`src/nnis_pkg.sv`:
```
// shared constants, register indexes and controller/datapath link types
package nnis_pkg;

    localparam int NNIS_MAX_WIDTH  = 256;
    localparam int NNIS_MAX_HEIGHT = 256;
    localparam int NNIS_CHANNELS   = 3;

    localparam int CFG_W     = 9;
    localparam int CFG_IDX_W = 4;
    localparam int CH_W      = 8;
    localparam int COORD_W   = 8;

    // divider operand widths: num = 2*d*s + t, den = 2*t, quotient clamped below 2^CFG_W
    localparam int QUOT_W = CFG_W;
    localparam int NUM_W  = 2 * CFG_W + 2;
    localparam int DEN_W  = CFG_W + 1;

    localparam logic [CFG_IDX_W-1:0] REG_SRC_W = CFG_IDX_W'(0);
    localparam logic [CFG_IDX_W-1:0] REG_SRC_H = CFG_IDX_W'(1);
    localparam logic [CFG_IDX_W-1:0] REG_DST_W = CFG_IDX_W'(2);
    localparam logic [CFG_IDX_W-1:0] REG_DST_H = CFG_IDX_W'(3);

    localparam logic FUNC_LOAD = 1'b0;
    localparam logic FUNC_EMIT = 1'b1;

    typedef struct packed {
        logic load;
        logic emit;
        logic mul;
        logic div_start;
        logic div_sel_y;
        logic cap_x;
        logic cap_y;
        logic addr;
        logic out_load;
    } t_dp_cmd;

    typedef struct packed {
        logic div_done;
        logic out_free;
    } t_dp_stat;

endpackage

```
`src/nnis_ctrl.sv`:
```
// controller state machine for load and emit sequencing
module nnis_ctrl import nnis_pkg::*; (
    input  logic     i_clk,
    input  logic     i_rst_n,
    input  logic     i_valid,
    input  logic     i_func,
    output logic     o_ready,
    output t_dp_cmd  o_cmd,
    input  t_dp_stat i_stat
);

    typedef enum logic [3:0] {
        S_IDLE,
        S_MUL,
        S_STARTX,
        S_WAITX,
        S_STARTY,
        S_WAITY,
        S_ADDR,
        S_READ,
        S_OUT
    } t_state;

    t_state r_state;
    t_state n_state;

    always_comb begin
        n_state = r_state;
        o_cmd   = '0;
        case (r_state)
            S_IDLE: begin
                if (i_valid) begin
                    if (i_func == FUNC_EMIT) begin
                        o_cmd.emit = 1'b1;
                        n_state    = S_MUL;
                    end else begin
                        o_cmd.load = 1'b1;
                    end
                end
            end
            S_MUL: begin
                o_cmd.mul = 1'b1;
                n_state   = S_STARTX;
            end
            S_STARTX: begin
                o_cmd.div_start = 1'b1;
                n_state         = S_WAITX;
            end
            S_WAITX: begin
                if (i_stat.div_done) begin
                    o_cmd.cap_x = 1'b1;
                    n_state     = S_STARTY;
                end
            end
            S_STARTY: begin
                o_cmd.div_start = 1'b1;
                o_cmd.div_sel_y = 1'b1;
                n_state         = S_WAITY;
            end
            S_WAITY: begin
                o_cmd.div_sel_y = 1'b1;
                if (i_stat.div_done) begin
                    o_cmd.cap_y = 1'b1;
                    n_state     = S_ADDR;
                end
            end
            S_ADDR: begin
                o_cmd.addr = 1'b1;
                n_state    = S_READ;
            end
            S_READ: begin
                n_state = S_OUT;
            end
            S_OUT: begin
                if (i_stat.out_free) begin
                    o_cmd.out_load = 1'b1;
                    n_state        = S_IDLE;
                end
            end
            default: begin
                n_state = S_IDLE;
            end
        endcase
    end

    always_ff @(posedge i_clk) begin
        if (!i_rst_n) begin
            r_state <= S_IDLE;
        end else begin
            r_state <= n_state;
        end
    end

    assign o_ready = (r_state == S_IDLE);

endmodule

```
`config.mk`:
```
export PLATFORM = sky130hd
export DESIGN_NAME = nnis_ctrl
export DESIGN_NICKNAME = d
export VERILOG_FILES = /design/src/nnis_pkg.sv /design/src/nnis_ctrl.sv
export SDC_FILE = /design/constraint.sdc
export NUM_CORES = 1
export LEC_CHECK = 0
export ABC_AREA = 0
export BUFFER_PORTS_ARGS = -buffer_cell sky130_fd_sc_hd__buf_2
export CORE_AREA = 10 10 47 49
export CTS_CLUSTER_DIAMETER = 40
export DETAILED_ROUTE_END_ITERATION = 12
export DIE_AREA = 0 0 57 59
export HOLD_SLACK_MARGIN = 0.1
export PLACE_DENSITY = 0.57
export SYNTH_ARGS = -nofsm -noshare
export SYNTH_HDL_FRONTEND = slang
export SYNTH_SLANG_ARGS = --single-unit
export TNS_END_PERCENT = 100
```
`constraint.sdc`:
```
create_clock -name i_clk -period 1.6 [get_ports i_clk]
set_input_delay 0 -clock i_clk [delete_from_list [all_inputs] [get_ports i_clk]]
set_output_delay 0 -clock i_clk [all_outputs]
set_load 0.005 [all_outputs]
```
==> flow_metrics.py <==
metrics = {
    "clock_tree": {
        "clkSlewWorstSetupHoldPaths_ns": 0.04,
        "clk_latency_ns": 0.23,
        "clock-root-buffer": "clkbuf_4",
        "htreeDepth": 1,
        "cts_tree": "done",
        "cts_made_buffers": 3,
        "clock_tree.buffer_depth": 2,
        "cts_sinks": 4,
    },
    "synth": {
        "avgSynthCellArea_um2": 8.64,
        "yosysMostFrequentCell": "nand2_1",
        "synthDistinctLibCells": 23,
        "ys_seq_elements": 4,
        "synthCells": 43,
        "synth_edf_count": 0,
        "synth_nets": 49,
        "synth_ff_type": "dfxtp_1",
        "synth_top_area_share": 0.215,
        "yosys.area.top_type": "dfxtp_1",
        "synthesis.area_um2": 372,
        "yosysWarnings": 0,
        "async_flop_share": 0,
        "synth_seq_area_share": 0.215,
        "synthTopCellsByCount": "6 x nand2_1, 5 x nor2_1, 4 x dfxtp_1",
        "synth_area_leaders": "dfxtp_1 22%, xnor2_4 7.4%, nand2_1 6.1%, nand3b_1 6.1%, nor4_4 5.7%",
    },
    "sta": {
        "worstMarginPinSlew_ns": 0.554,
        "slew_violations": 0,
        "fin_crit_sh": 0.875,
        "relSlewSlack": 0.630,
        "rsz0062_at_grt": "false",
        "period_needed_ns": 1.40,
        "setup_violations": 0,
        "skew_ns": 0.00318,
        "fin_setup_tns_ns": 0,
        "fmax_mhz": 714,
        "hold_viol": 0,
    },
    "placed_design": {
        "io_buffers": 15,
        "place_congestion": 0.718,
        "placed_area_um2": 450,
        "dp_hpwl_um": 707,
    },
    "power": {
        "p_leak_uw": 0.000226,
        "vdd_drop_max_v": 0.000432,
        "power.density_nw_per_um2": 789,
    },
    "grt": {
        "antenna_found_initial": 0,
        "grt_use_total": 0.0531,
        "grt_use_met1": 0.0485,
        "grt.met2_usage": 0.0915,
        "grt_start_max_net_pins": 12,
        "grt_overflow": 0,
        "top_usage_layer": "met2",
        "met3_usage": 0.0494,
        "grt_pass1_vias": 340,
        "grt_pass1_wl_um": 1410,
    },
    "routing": {
        "drt_iter0_drc": 6,
        "postRouteAntennaNets": 0,
        "drc": 0,
        "avgViaCountPerCell": 4.61,
        "wirelength_um": 867,
        "wl_per_cell_um": 11.4,
        "first_pass_iters": 2,
        "vias": 350,
    },
    "worst_setup_path": {
        "cp-startpoint": "r_state[1]$_SDFFE_PN0P_",
        "path_max_fanout": 11,
        "rr_worst_depth": 4,
        "worstPathRequired_ns": 1.72,
        "cp_top_family": "flip-flops",
        "worst_setup_path_start_kind": "flop",
        "crit-reg2reg-launch": "r_state[1]$_SDFFE_PN0P_",
        "cp_slowest_cell": "dfxtp_1",
        "r2r_slack_ns": 0.20,
        "critPathCaptureType": "flop",
        "timing.rr.end": "r_state[1]$_SDFFE_PN0P_",
        "path_class": "flop to flop",
        "critical_path_arrival_ns": 1.52,
        "cp_cell_sequence": "xnor2_4 > nor3_2 > a211o_1 > mux2i_1",
        "slowest_delay_ns": 0.66,
        "crit_buf_inv": 0,
    },
    "finish": {
        "fill_cells": 155,
        "largest_reg_flops": 4,
        "post-route-cell-area_um2": 483,
        "area_delta_synth_final_pct": 30.0,
        "nNetsFinal": 68,
        "antennaDiodeCount": 0,
        "drive_gt1_frac": 0.400,
        "top_register": "r_state",
        "reg_top3": "r_state (4)",
    },
    "min_path": {
        "hold_start": "i_stat[0]",
        "hold_path_end": "r_state[3]$_SDFFE_PN0P_",
        "hold_class": "primary input to flop",
        "min_path_cells": 3,
    },
    "die": {
        "die-area_um2": 3360,
        "ios": 16,
        "die_width_um": 57,
        "core_um2": 1400,
        "die_h_um": 59,
        "start_util": 0.265,
        "rows": 14,
    },
    "job": {
        "drv_cap": 0,
    },
    "status": {
        "status": "finished, final reports clean",
    },
}
tightest hold or removal path, stage by stage:
cell and delay [ns]:
buf_2 0.09, nor4_2 0.05, o21a_1 0.17
power breakdown:
| group | total (uW) | switching, uW | internal, uW |
|---|---|---|---|
| Combinational | 121 | 50.0 | 70.8 |
| Sequential | 137 | 28.9 | 108 |
| Clock | 123 | 39.4 | 83.8 |
| Total | 381 | 118 | 263 |
metal layers:
metal,wire length [um],part of all wire
met1,352,0.41
met2,447,0.52
met3,67,0.077
met4,0,0
met5,0,0
placed cells by master, fill, tap and decap left out, types with 2 or more instances in the layout:
master    instances
buf_2            15
nand2_1           6
nor2_1            5
dfxtp_1           4
nand2b_1          3
nor3_1            3
nand3b_1          3
clkbuf_4          3
mux2i_1           2
buf_4             2
cell type report:
class,count,area (um2),area share
tap,16,20.0,0.0415
clock buffer,3,22.5,0.0466
multi-input combinational,35,260,0.539
sequential,4,80.1,0.166
timing repair buffer,18,100,0.207
per-stage QoR:
step           setup WS (ns)  power (uW)  cells  utilization  hold WS (ns)
2_1_floorplan          0.369         231     43            -        0.0311
3_3_place_gp           0.198         260     72        0.321         0.243
3_5_place_dp           0.188         261     72        0.321         0.249
4_1_cts                0.181         391     76        0.345         0.121
5_1_grt               0.0415         414     76        0.345         0.136
6_report               0.200         381     76        0.345         0.126
cells by family after synthesis:
| group | synth area share |
|---|---|
| xor gates and xnor gates | 0.121 |
| buffers and inverters | 0.0841 |
| AOI/OAI and AO/OA | 0.0842 |
| muxes | 0.0539 |
| DFF | 0.215 |
| and+or+nand+nor | 0.441 |
how the worst max path moves through the flow:
stage / to / cells after the start
2_1_floorplan: r_state[1]$_SDFFE_PN0P_ / 4
3_3_place_gp: r_state[2]$_SDFFE_PN0P_ / 4
3_5_place_dp: r_state[2]$_SDFFE_PN0P_ / 4
4_1_cts: r_state[2]$_SDFFE_PN0P_ / 4
5_1_grt: o_cmd[8] / 4
6_report: r_state[1]$_SDFFE_PN0P_ / 4
timing repair:
item	CTS	global route
hold endpoints to repair	4	0
setup buffers	0	0
hold buffers	1	0
resized for setup	0	0
(Power assumes the default switching activity.)
